`src/rtl/qbr_pkg.sv`:
```
// Types and constants shared by the quadratic Bezier rasterizer modules.
package qbr_pkg;

  localparam int CoordXW = 9;
  localparam int CoordYW = 8;
  localparam int StepW   = 6;
  localparam int NsqW    = 12;
  localparam int DdW     = 12;
  localparam int AccW    = 23;
  localparam int MagW    = 21;
  localparam int DshW    = 18;
  localparam int AddrW   = 20;
  localparam int PitchW  = 12;
  localparam int ColourW = 8;
  localparam int CfgIdxW = 1;

  localparam logic [ColourW-1:0] COLOUR_CURVE = 8'd15;
  localparam logic [ColourW-1:0] COLOUR_MARK  = 8'd1;

  localparam logic [CfgIdxW-1:0] CFG_FRAME_BASE = 1'd0;
  localparam logic [CfgIdxW-1:0] CFG_ROW_PITCH  = 1'd1;

  localparam logic [AddrW-1:0]  FRAME_BASE_RESET = 20'hA0000;
  localparam logic [PitchW-1:0] ROW_PITCH_RESET  = 12'd320;

  typedef struct packed {
    logic [CoordXW-1:0]     x1;
    logic [CoordYW-1:0]     y1;
    logic [CoordXW-1:0]     x2;
    logic [CoordYW-1:0]     y2;
    logic [CoordXW-1:0]     x3;
    logic [CoordYW-1:0]     y3;
    logic [StepW-1:0]       n;
    logic                   no_samples;
    logic [NsqW-1:0]        nsq;
    logic signed [DdW-1:0]  ddx;
    logic signed [DdW-1:0]  ddy;
    logic signed [AccW-1:0] dx0;
    logic signed [AccW-1:0] dy0;
  } curve_rec_t;

  typedef struct packed {
    logic full;
    logic empty;
  } q_status_t;

  typedef enum logic [2:0] {
    BK_IDLE,
    BK_DIV,
    BK_PIX,
    BK_MARK_A,
    BK_MARK_B,
    BK_MARK_C
  } bk_state_t;

endpackage

```
`src/rtl/qbr_fifo.sv`:
```
// Short queue of prepared curve requests between the front and back ends.
module qbr_fifo import qbr_pkg::*; #(
  parameter int DEPTH = 2
) (
  input  logic       clk,
  input  logic       rst,
  input  logic       push,
  input  curve_rec_t wdata,
  input  logic       pop,
  output curve_rec_t rdata,
  output q_status_t  status
);

  localparam int PtrW = $clog2(DEPTH);
  localparam int CntW = $clog2(DEPTH + 1);

  curve_rec_t          mem [DEPTH];
  logic [PtrW-1:0]     wr_ptr;
  logic [PtrW-1:0]     rd_ptr;
  logic [CntW-1:0]     count;

  assign rdata        = mem[rd_ptr];
  assign status.full  = (count == CntW'(DEPTH));
  assign status.empty = (count == '0);

  always_ff @(posedge clk) begin
    if (push) begin
      mem[wr_ptr] <= wdata;
    end
  end

  always_ff @(posedge clk) begin
    if (rst) begin
      wr_ptr <= '0;
      rd_ptr <= '0;
      count  <= '0;
    end else begin
      if (push) begin
        wr_ptr <= (wr_ptr == PtrW'(DEPTH - 1)) ? '0 : wr_ptr + 1'b1;
      end
      if (pop) begin
        rd_ptr <= (rd_ptr == PtrW'(DEPTH - 1)) ? '0 : rd_ptr + 1'b1;
      end
      if (push && !pop) begin
        count <= count + 1'b1;
      end else if (pop && !push) begin
        count <= count - 1'b1;
      end
    end
  end

endmodule

```
`src/rtl/qbr_front.sv`:
```
// Front end: accepts curve requests and prepares the forward-difference terms.
module qbr_front import qbr_pkg::*; #(
  parameter int MAX_STEPS = 61
) (
  input  logic               clk,
  input  logic               rst,
  input  logic               cmd_valid,
  output logic               cmd_stall,
  input  logic [CoordXW-1:0] ax,
  input  logic [CoordYW-1:0] ay,
  input  logic [CoordXW-1:0] bx,
  input  logic [CoordYW-1:0] by_coord,
  input  logic [CoordXW-1:0] cx,
  input  logic [CoordYW-1:0] cy,
  input  logic [StepW-1:0]   step_count,
  input  q_status_t          q_st,
  output logic               q_push,
  output curve_rec_t         q_wdata
);

  logic               h_valid;
  logic [CoordXW-1:0] h_ax;
  logic [CoordYW-1:0] h_ay;
  logic [CoordXW-1:0] h_bx;
  logic [CoordYW-1:0] h_by;
  logic [CoordXW-1:0] h_cx;
  logic [CoordYW-1:0] h_cy;
  logic [StepW-1:0]   h_n;

  logic [StepW-1:0]       n_sat;
  logic                   accept;
  logic signed [9:0]      ex1;
  logic signed [9:0]      ex2;
  logic signed [8:0]      ey1;
  logic signed [8:0]      ey2;
  logic signed [10:0]     dex;
  logic signed [10:0]     dey;
  logic [StepW:0]         odd;
  logic signed [17:0]     prod_x;
  logic signed [16:0]     prod_y;

  assign n_sat     = (step_count > StepW'(MAX_STEPS)) ? StepW'(MAX_STEPS) : step_count;
  assign cmd_stall = h_valid && q_st.full;
  assign accept    = cmd_valid && !cmd_stall;
  assign q_push    = h_valid && !q_st.full;

  always_ff @(posedge clk) begin
    if (rst) begin
      h_valid <= 1'b0;
    end else if (accept) begin
      h_valid <= 1'b1;
    end else if (q_push) begin
      h_valid <= 1'b0;
    end
  end

  always_ff @(posedge clk) begin
    if (accept) begin
      h_ax <= ax;
      h_ay <= ay;
      h_bx <= bx;
      h_by <= by_coord;
      h_cx <= cx;
      h_cy <= cy;
      h_n  <= n_sat;
    end
  end

  assign ex1    = $signed({1'b0, h_bx}) - $signed({1'b0, h_ax});
  assign ex2    = $signed({1'b0, h_cx}) - $signed({1'b0, h_bx});
  assign ey1    = $signed({1'b0, h_by}) - $signed({1'b0, h_ay});
  assign ey2    = $signed({1'b0, h_cy}) - $signed({1'b0, h_by});
  assign dex    = 11'(ex2) - 11'(ex1);
  assign dey    = 11'(ey2) - 11'(ey1);
  assign odd    = {h_n, 1'b0} - 1'b1;
  assign prod_x = ex1 * $signed({1'b0, odd});
  assign prod_y = ey1 * $signed({1'b0, odd});

  always_comb begin
    q_wdata.x1         = h_ax;
    q_wdata.y1         = h_ay;
    q_wdata.x2         = h_bx;
    q_wdata.y2         = h_by;
    q_wdata.x3         = h_cx;
    q_wdata.y3         = h_cy;
    q_wdata.n          = h_n;
    q_wdata.no_samples = (h_n == '0);
    q_wdata.nsq        = NsqW'(h_n) * NsqW'(h_n);
    q_wdata.ddx        = {dex, 1'b0};
    q_wdata.ddy        = DdW'({dey, 1'b0});
    q_wdata.dx0        = AccW'(prod_x) + AccW'(ex2);
    q_wdata.dy0        = AccW'(prod_y) + AccW'(ey2);
  end

endmodule

```
`src/rtl/qbr_back.sv`:
```
// Back end: steps the curve, divides by the squared step count and writes pixels.
module qbr_back import qbr_pkg::*; (
  input  logic               clk,
  input  logic               rst,
  input  q_status_t          q_st,
  input  curve_rec_t         q_rdata,
  output logic               q_pop,
  input  logic [AddrW-1:0]   frame_base,
  input  logic [PitchW-1:0]  row_pitch,
  output logic               pix_valid,
  input  logic               pix_stall,
  output logic [AddrW-1:0]   pixel_address,
  output logic [ColourW-1:0] pixel_colour,
  output logic               last_write
);

  bk_state_t              state;
  bk_state_t              state_next;
  curve_rec_t             rec;
  logic signed [AccW-1:0] acc_x;
  logic signed [AccW-1:0] acc_y;
  logic signed [AccW-1:0] delta_x;
  logic signed [AccW-1:0] delta_y;
  logic [StepW-1:0]       step_index;
  logic [MagW-1:0]        rem_x;
  logic [MagW-1:0]        rem_y;
  logic                   neg_x;
  logic                   neg_y;
  logic [DshW-1:0]        dsh;
  logic [CoordXW-1:0]     qx;
  logic [CoordXW-1:0]     qy;
  logic [1:0]             div_cnt;

  logic                   out_free;
  logic                   emit;
  logic [MagW+2:0]        step_x;
  logic [MagW+2:0]        step_y;
  logic signed [AccW-1:0] acc_nx;
  logic signed [AccW-1:0] acc_ny;
  logic [CoordXW-1:0]     px;
  logic [CoordYW-1:0]     py;
  logic [CoordXW-1:0]     sel_x;
  logic [CoordYW-1:0]     sel_y;
  logic [AddrW-1:0]       row_off;
  logic [AddrW-1:0]       addr;

  // Three restoring quotient bits per call, most significant first.
  function automatic logic [MagW+2:0] div3(input logic [MagW-1:0] rem,
                                           input logic [DshW-1:0] d);
    logic [MagW-1:0] r;
    logic [2:0]      q;
    logic [MagW-1:0] t2;
    logic [MagW-1:0] t1;
    logic [MagW-1:0] t0;
    r  = rem;
    t2 = MagW'({d, 2'b00});
    t1 = MagW'({d, 1'b0});
    t0 = MagW'(d);
    q  = '0;
    if (r >= t2) begin
      r    = r - t2;
      q[2] = 1'b1;
    end
    if (r >= t1) begin
      r    = r - t1;
      q[1] = 1'b1;
    end
    if (r >= t0) begin
      r    = r - t0;
      q[0] = 1'b1;
    end
    return {r, q};
  endfunction

  assign step_x  = div3(rem_x, dsh);
  assign step_y  = div3(rem_y, dsh);
  assign acc_nx  = acc_x + delta_x;
  assign acc_ny  = acc_y + delta_y;
  assign px      = rec.x1 + (neg_x ? (~qx + 1'b1) : qx);
  assign py      = rec.y1 + CoordYW'(neg_y ? (~qy + 1'b1) : qy);
  assign row_off = AddrW'(sel_y) * AddrW'(row_pitch);
  assign addr    = frame_base + row_off + AddrW'(sel_x);

  always_comb begin
    out_free   = !pix_valid || !pix_stall;
    state_next = state;
    q_pop      = 1'b0;
    emit       = 1'b0;
    sel_x      = px;
    sel_y      = py;
    case (state)
      BK_IDLE: begin
        if (!q_st.empty) begin
          q_pop      = 1'b1;
          state_next = q_rdata.no_samples ? BK_MARK_A : BK_DIV;
        end
      end
      BK_DIV: begin
        if (div_cnt == 2'd2) begin
          state_next = BK_PIX;
        end
      end
      BK_PIX: begin
        if (out_free) begin
          emit       = 1'b1;
          state_next = ((step_index + 1'b1) == rec.n) ? BK_MARK_A : BK_DIV;
        end
      end
      BK_MARK_A: begin
        sel_x = rec.x1;
        sel_y = rec.y1;
        if (out_free) begin
          emit       = 1'b1;
          state_next = BK_MARK_B;
        end
      end
      BK_MARK_B: begin
        sel_x = rec.x2;
        sel_y = rec.y2;
        if (out_free) begin
          emit       = 1'b1;
          state_next = BK_MARK_C;
        end
      end
      BK_MARK_C: begin
        sel_x = rec.x3;
        sel_y = rec.y3;
        if (out_free) begin
          emit       = 1'b1;
          state_next = BK_IDLE;
        end
      end
      default: begin
        state_next = BK_IDLE;
      end
    endcase
  end

  always_ff @(posedge clk) begin
    if (rst) begin
      state     <= BK_IDLE;
      pix_valid <= 1'b0;
    end else begin
      state <= state_next;
      if (emit) begin
        pix_valid <= 1'b1;
      end else if (!pix_stall) begin
        pix_valid <= 1'b0;
      end
    end
  end

  always_ff @(posedge clk) begin
    if (emit) begin
      pixel_address <= addr;
      pixel_colour  <= (state == BK_PIX) ? COLOUR_CURVE : COLOUR_MARK;
      last_write    <= (state == BK_MARK_C);
    end
    case (state)
      BK_IDLE: begin
        if (q_pop) begin
          rec        <= q_rdata;
          acc_x      <= '0;
          acc_y      <= '0;
          delta_x    <= q_rdata.dx0;
          delta_y    <= q_rdata.dy0;
          step_index <= '0;
          rem_x      <= '0;
          rem_y      <= '0;
          neg_x      <= 1'b0;
          neg_y      <= 1'b0;
          dsh        <= {q_rdata.nsq, 6'b0};
          div_cnt    <= '0;
        end
      end
      BK_DIV: begin
        rem_x   <= step_x[MagW+2:3];
        rem_y   <= step_y[MagW+2:3];
        qx      <= {qx[CoordXW-4:0], step_x[2:0]};
        qy      <= {qy[CoordXW-4:0], step_y[2:0]};
        dsh     <= dsh >> 3;
        div_cnt <= div_cnt + 1'b1;
      end
      BK_PIX: begin
        if (emit) begin
          acc_x      <= acc_nx;
          acc_y      <= acc_ny;
          delta_x    <= delta_x + AccW'(rec.ddx);
          delta_y    <= delta_y + AccW'(rec.ddy);
          step_index <= step_index + 1'b1;
          neg_x      <= acc_nx[AccW-1];
          neg_y      <= acc_ny[AccW-1];
          rem_x      <= acc_nx[AccW-1] ? MagW'(-acc_nx) : acc_nx[MagW-1:0];
          rem_y      <= acc_ny[AccW-1] ? MagW'(-acc_ny) : acc_ny[MagW-1:0];
          dsh        <= {rec.nsq, 6'b0};
          div_cnt    <= '0;
        end
      end
      default: begin
      end
    endcase
  end

endmodule

```
`src/rtl/quadratic_bezier_rasterizer.sv`:
```
// Top level of the quadratic Bezier rasterizer.
//
// Each request on the command channel (cmd_valid, cmd_stall) carries three
// control points and a step count; counts above MAX_STEPS are clamped.
// For every sample the pixel channel (pix_valid, pix_stall) delivers one
// frame buffer write of colour 15, followed by colour 1 writes that mark
// the first, middle and end control points; the end marker has last_write.
// The front end registers a request and works out the difference terms,
// then hands it through a queue of QUEUE_DEPTH entries to the back end, so
// a new request can be taken while an earlier curve is still being drawn.
// For each sample the x and y dividers resolve three quotient bits per cycle
// in BK_DIV until the quotient is complete, then BK_PIX issues the write.
// The markers are then written from BK_MARK_A, BK_MARK_B and BK_MARK_C.
// When the receiver stalls, the output register holds its write and the
// back end waits; the queue then fills and cmd_stall is raised.
// Reset empties the queue and restores frame_base to 0xA0000 and row_pitch
// to 320; configuration writes take effect at once. The user must make them
// only while idle; the block itself does not enforce it.
module quadratic_bezier_rasterizer import qbr_pkg::*; #(
  parameter int MAX_STEPS   = 61,
  parameter int QUEUE_DEPTH = 2
) (
  input  logic               clk,
  input  logic               rst,
  input  logic               cfg_write,
  input  logic [CfgIdxW-1:0] cfg_index,
  input  logic [AddrW-1:0]   cfg_data,
  input  logic               cmd_valid,
  output logic               cmd_stall,
  input  logic [CoordXW-1:0] ax,
  input  logic [CoordYW-1:0] ay,
  input  logic [CoordXW-1:0] bx,
  input  logic [CoordYW-1:0] by_coord,
  input  logic [CoordXW-1:0] cx,
  input  logic [CoordYW-1:0] cy,
  input  logic [StepW-1:0]   step_count,
  output logic               pix_valid,
  input  logic               pix_stall,
  output logic [AddrW-1:0]   pixel_address,
  output logic [ColourW-1:0] pixel_colour,
  output logic               last_write
);

  logic [AddrW-1:0]  frame_base;
  logic [PitchW-1:0] row_pitch;
  q_status_t         q_st;
  logic              q_push;
  logic              q_pop;
  curve_rec_t        q_wdata;
  curve_rec_t        q_rdata;

  always_ff @(posedge clk) begin
    if (rst) begin
      frame_base <= FRAME_BASE_RESET;
      row_pitch  <= ROW_PITCH_RESET;
    end else if (cfg_write) begin
      case (cfg_index)
        CFG_FRAME_BASE: frame_base <= cfg_data;
        CFG_ROW_PITCH:  row_pitch  <= cfg_data[PitchW-1:0];
        default: begin
        end
      endcase
    end
  end

  qbr_front #(
    .MAX_STEPS(MAX_STEPS)
  ) u_front (
    .clk       (clk),
    .rst       (rst),
    .cmd_valid (cmd_valid),
    .cmd_stall (cmd_stall),
    .ax        (ax),
    .ay        (ay),
    .bx        (bx),
    .by_coord  (by_coord),
    .cx        (cx),
    .cy        (cy),
    .step_count(step_count),
    .q_st      (q_st),
    .q_push    (q_push),
    .q_wdata   (q_wdata)
  );

  qbr_fifo #(
    .DEPTH(QUEUE_DEPTH)
  ) u_fifo (
    .clk   (clk),
    .rst   (rst),
    .push  (q_push),
    .wdata (q_wdata),
    .pop   (q_pop),
    .rdata (q_rdata),
    .status(q_st)
  );

  qbr_back u_back (
    .clk          (clk),
    .rst          (rst),
    .q_st         (q_st),
    .q_rdata      (q_rdata),
    .q_pop        (q_pop),
    .frame_base   (frame_base),
    .row_pitch    (row_pitch),
    .pix_valid    (pix_valid),
    .pix_stall    (pix_stall),
    .pixel_address(pixel_address),
    .pixel_colour (pixel_colour),
    .last_write   (last_write)
  );

endmodule

```
`config.mk`:
```
export PLATFORM = sky130hd
export DESIGN_NAME = quadratic_bezier_rasterizer
export DESIGN_NICKNAME = d
export VERILOG_FILES = /design/src/rtl/qbr_pkg.sv /design/src/rtl/qbr_fifo.sv /design/src/rtl/qbr_front.sv /design/src/rtl/qbr_back.sv /design/src/rtl/quadratic_bezier_rasterizer.sv
export SDC_FILE = /design/constraint.sdc
export NUM_CORES = 2
export LEC_CHECK = 0
export CELL_PAD_IN_SITES_DETAIL_PLACEMENT = 0
export CELL_PAD_IN_SITES_GLOBAL_PLACEMENT = 1
export CORE_MARGIN = 2
export CORE_UTILIZATION = 57
export CTS_CLUSTER_SIZE = 20
export DETAILED_ROUTE_END_ITERATION = 6
export DONT_BUFFER_PORTS = 1
export HOLD_SLACK_MARGIN = 0.06
export PLACE_DENSITY = 0.87
export SLEW_MARGIN = 20
export SYNTH_ARGS = -nofsm -noshare
export SYNTH_HDL_FRONTEND = slang
export SYNTH_HIERARCHICAL = 1
export SYNTH_SLANG_ARGS = --single-unit
```
`constraint.sdc`:
```
create_clock -name clk -period 36.5 [get_ports clk]
set_clock_uncertainty 0.2 [all_clocks]
set_input_delay 5.475 -clock clk [delete_from_list [all_inputs] [get_ports clk]]
set_output_delay 5.475 -clock clk [all_outputs]
set_load 0.1 [all_outputs]
```
==> reports/summary.txt <==
outcome = completed
fillers = 7037
Register Area = 0.0197 sq mm
Min Clock Period, post-route = 9570 ps
drt first pass iters = 5
ys flop type = edfxtp_1
Max Root-Sink Buffers = 3
Total Wirelength = 120 mm
Resize count post-CTS = 0
ranking of synthesized cells by area = edfxtp_1 37%, ha_1 11%, fa_1 9.2%
setup_tns = 0 ps
grt ovf = 0
CP max stage cell = or4b_2
cell row count = 109
final setup fails = 0
post-route ant nets = 0
worst reg2reg path depth = 33
fraction of layout cells with a size suffix above 1 = 8.71%
Die Area = 0.0913 sq mm
pin count of the biggest net entering global routing = 82
clk_lat worst skew = 670 ps
drt initial violations = 2936
die width = 302 um
required time worst endpoint = 36770 ps
nets = 5447
Tot GR Track Use = 26.4%
CTS root buffer = clkbuf_16
vias in the first global route = 34296
EDFF count, synth = 629
crit path max fanout = 21
IO Port Bufs = 0
first-pass GRT wire length = 189 mm
Post-CTS Hold Buffers = 0
htree depth = 3
period utilization = 26.2%
Slew Limit Fails = 0
HPWL after detailed placement = 89.1 mm
fin util = 61.5%
number of synthesized register bits = 671
mapped cell area = 0.0507 sq mm
Min-Delay Path Depth = 2
Ys Warns = 6
sequential-to-total area share from yosys stat = 38.9%
Max Cap Viol = 0
Initial Utilization = 57.4%
CTS sink count = 671
Top Ports = 114
Die Span Y = 302 um
worst path bufs/invs = 2
TritonCTS clock tree = yes
Post-CTS Repair Setup Buffers = 0
cts bufs inserted = 75
clk slew on worst S/H paths = 60 ps
syn_area_per_cell = 10.7 sq um
Final Cell Area = 0.0543 sq mm
ys async rst share = 0%
drt via density = 5.90
worst min-delay path class = reg -> reg
vias = 34973
ant diodes = 0
core footprint = 0.0882 sq mm
CP arrival = 9840 ps
CP endpoint kind = flip-flop
fmax = 104 MHz
Slew headroom = 27.8%
Unique masters post-synth = 102
wire per inst = 20.3 um
slew of the pin with the lowest slew margin = 1080 ps
multi-input combinational cell area = 0.0284 sq mm
Worst path depth = 33
critical path's top delay family = compound AO/OA/AOI/OAI gates
crit start category = flip-flop
detailed-route DRC error count = 0
crit-path max cell delay = 1020 ps
share of Yosys cell area claimed by the top area cell type = 37.3%
final hold vios = 0
kind of critical path = reg -> reg
P&R area growth vs syn = 7.06%
cell count after synthesis = 4730
post-synth top area cell = edfxtp_1
RSZ-0062 raised after global routing = no
RD Place Congestion = 0.905
placed cell areas = 0.0518 sq mm
initial antenna violation count = 1
-- synth_stat cells, types with 12 or more instances --
| cell | instances |
|---|---|
| edfxtp_1 | 629 |
| inv_1 | 486 |
| ha_1 | 427 |
| nor2_1 | 329 |
| nand2_1 | 320 |
| a21oi_1 | 244 |
| fa_1 | 232 |
| xnor2_1 | 219 |
| o21ai_0 | 211 |
| xor2_1 | 112 |
| a21o_1 | 105 |
| mux2_4 | 103 |
| nand2b_1 | 87 |
| and2_1 | 81 |
| nor3_1 | 77 |
| mux2_2 | 76 |
| clkbuf_1 | 75 |
| mux2i_1 | 66 |
| o21a_1 | 60 |
| nor2b_1 | 53 |
| nand3_1 | 48 |
| o22ai_1 | 46 |
| dfxtp_1 | 42 |
| o21bai_1 | 35 |
| a31oi_1 | 33 |
| a211oi_1 | 32 |
| or3_1 | 32 |
| and3_1 | 30 |
| o31ai_1 | 28 |
| buf_4 | 27 |
| a22oi_1 | 22 |
| o211ai_1 | 22 |
| nor4_1 | 21 |
| or2_2 | 21 |
| nand4_1 | 20 |
| buf_2 | 18 |
| buf_6 | 18 |
| a221oi_1 | 17 |
| nor3b_1 | 16 |
| buf_1 | 13 |
| a211o_1 | 12 |
| o31a_1 | 12 |
-- cell type report --
class	instances	share of cell area, %
flip-flops and latches	671	36.4
multi-input cells	3425	52.4
well taps	1165	2.69
repair buffers	45	0.659
clock buffers	92	3.59
clock inverters	45	0.954
inverters	487	3.37
-- worst paths after layout --
kind / start / endpoint / slack, ps
max: u_back/dsh[1]$_DFFE_PP_ / u_back/rem_x[1]$_DFFE_PP_ / 26930
min: frame_base[5]$_SDFFE_PP0P_ / frame_base[5]$_SDFFE_PP0P_ / 280
max reg2reg: u_back/dsh[1]$_DFFE_PP_ / u_back/rem_x[1]$_DFFE_PP_ / 26930
min reg2reg: frame_base[5]$_SDFFE_PP0P_ / frame_base[5]$_SDFFE_PP0P_ / 280
-- cell families (layout without fill, tap and decap cells) --
group	Yosys count	count (layout)	share of synthesized area [%]
buffers and inverters	639	669	5.26
adders and majority gates	659	659	19.7
AOI/OAI and AO/OA	990	990	12.7
other	3	8	0.0222
muxes	246	246	6.09
xor gates and xnor gates	331	331	5.72
DFF	671	671	38.9
and+or+nand+nor	1191	1191	11.6
-- cells in the final DEF (no fill, tap or decap), types with 103 or more instances in the layout --
cell type | netlist | layout
nand2_1 | 320 | 318
edfxtp_1 | 629 | 629
inv_1 | 486 | 485
nor2_1 | 329 | 329
ha_1 | 427 | 427
xnor2_1 | 219 | 214
fa_1 | 232 | 232
a21o_1 | 105 | 105
a21oi_1 | 244 | 243
o21ai_0 | 211 | 208
mux2_4 | 103 | 103
xor2_1 | 112 | 112
-- flip-flops by register name, indices dropped and copies added (netlist names), 9 cells and up, named ones only --
signal                flops
u_back/dsh               18
frame_base               20
u_front/h_ax              9
u_back/delta_y           23
u_front/h_cx              9
u_back/delta_x           23
u_back/qx                 9
u_back/acc_y             23
u_fifo/mem              280
row_pitch                12
u_back/rec               93
u_front/h_bx              9
u_back/pixel_address     20
u_back/rem_y             21
u_back/rem_x             21
u_back/acc_x             23
-- per-layer routing --
metal | vias up | GRT usage, % | share of wire [%]
li1 | 16757 | - | -
met1 | 17013 | 37.8 | 46
met2 | 1007 | 42.6 | 46
met3 | 196 | 2.80 | 5.1
met4 | 0 | 8.24 | 3.0
met5 | - | 0 | 0
-- through the flow --
| step | std cells | worst slack, ps | hold WS, ps |
|---|---|---|---|
| global route | 5930 | 26510 | 296 |
| detailed placement | 5793 | 27040 | 259 |
| CTS | 5930 | 27000 | 272 |
| finish | 5930 | 26930 | 275 |
| global placement | 5793 | 27020 | 255 |
| floorplan | 4735 | 23270 | 242 |
-- worst reg2reg max path: cells and delay by family (launching register included) --
family,cells,cell delay [ps]
and+or+nand+nor,7,1950
buffers and inverters,2,570
DFF,1,550
AOI/OAI and AO/OA,20,4760
adders and majority gates,3,960
muxes,1,430
Power is left out: the tool's default activity adds up to more than one toggle a clock period on the data nets, which glitch-free logic cannot reach.
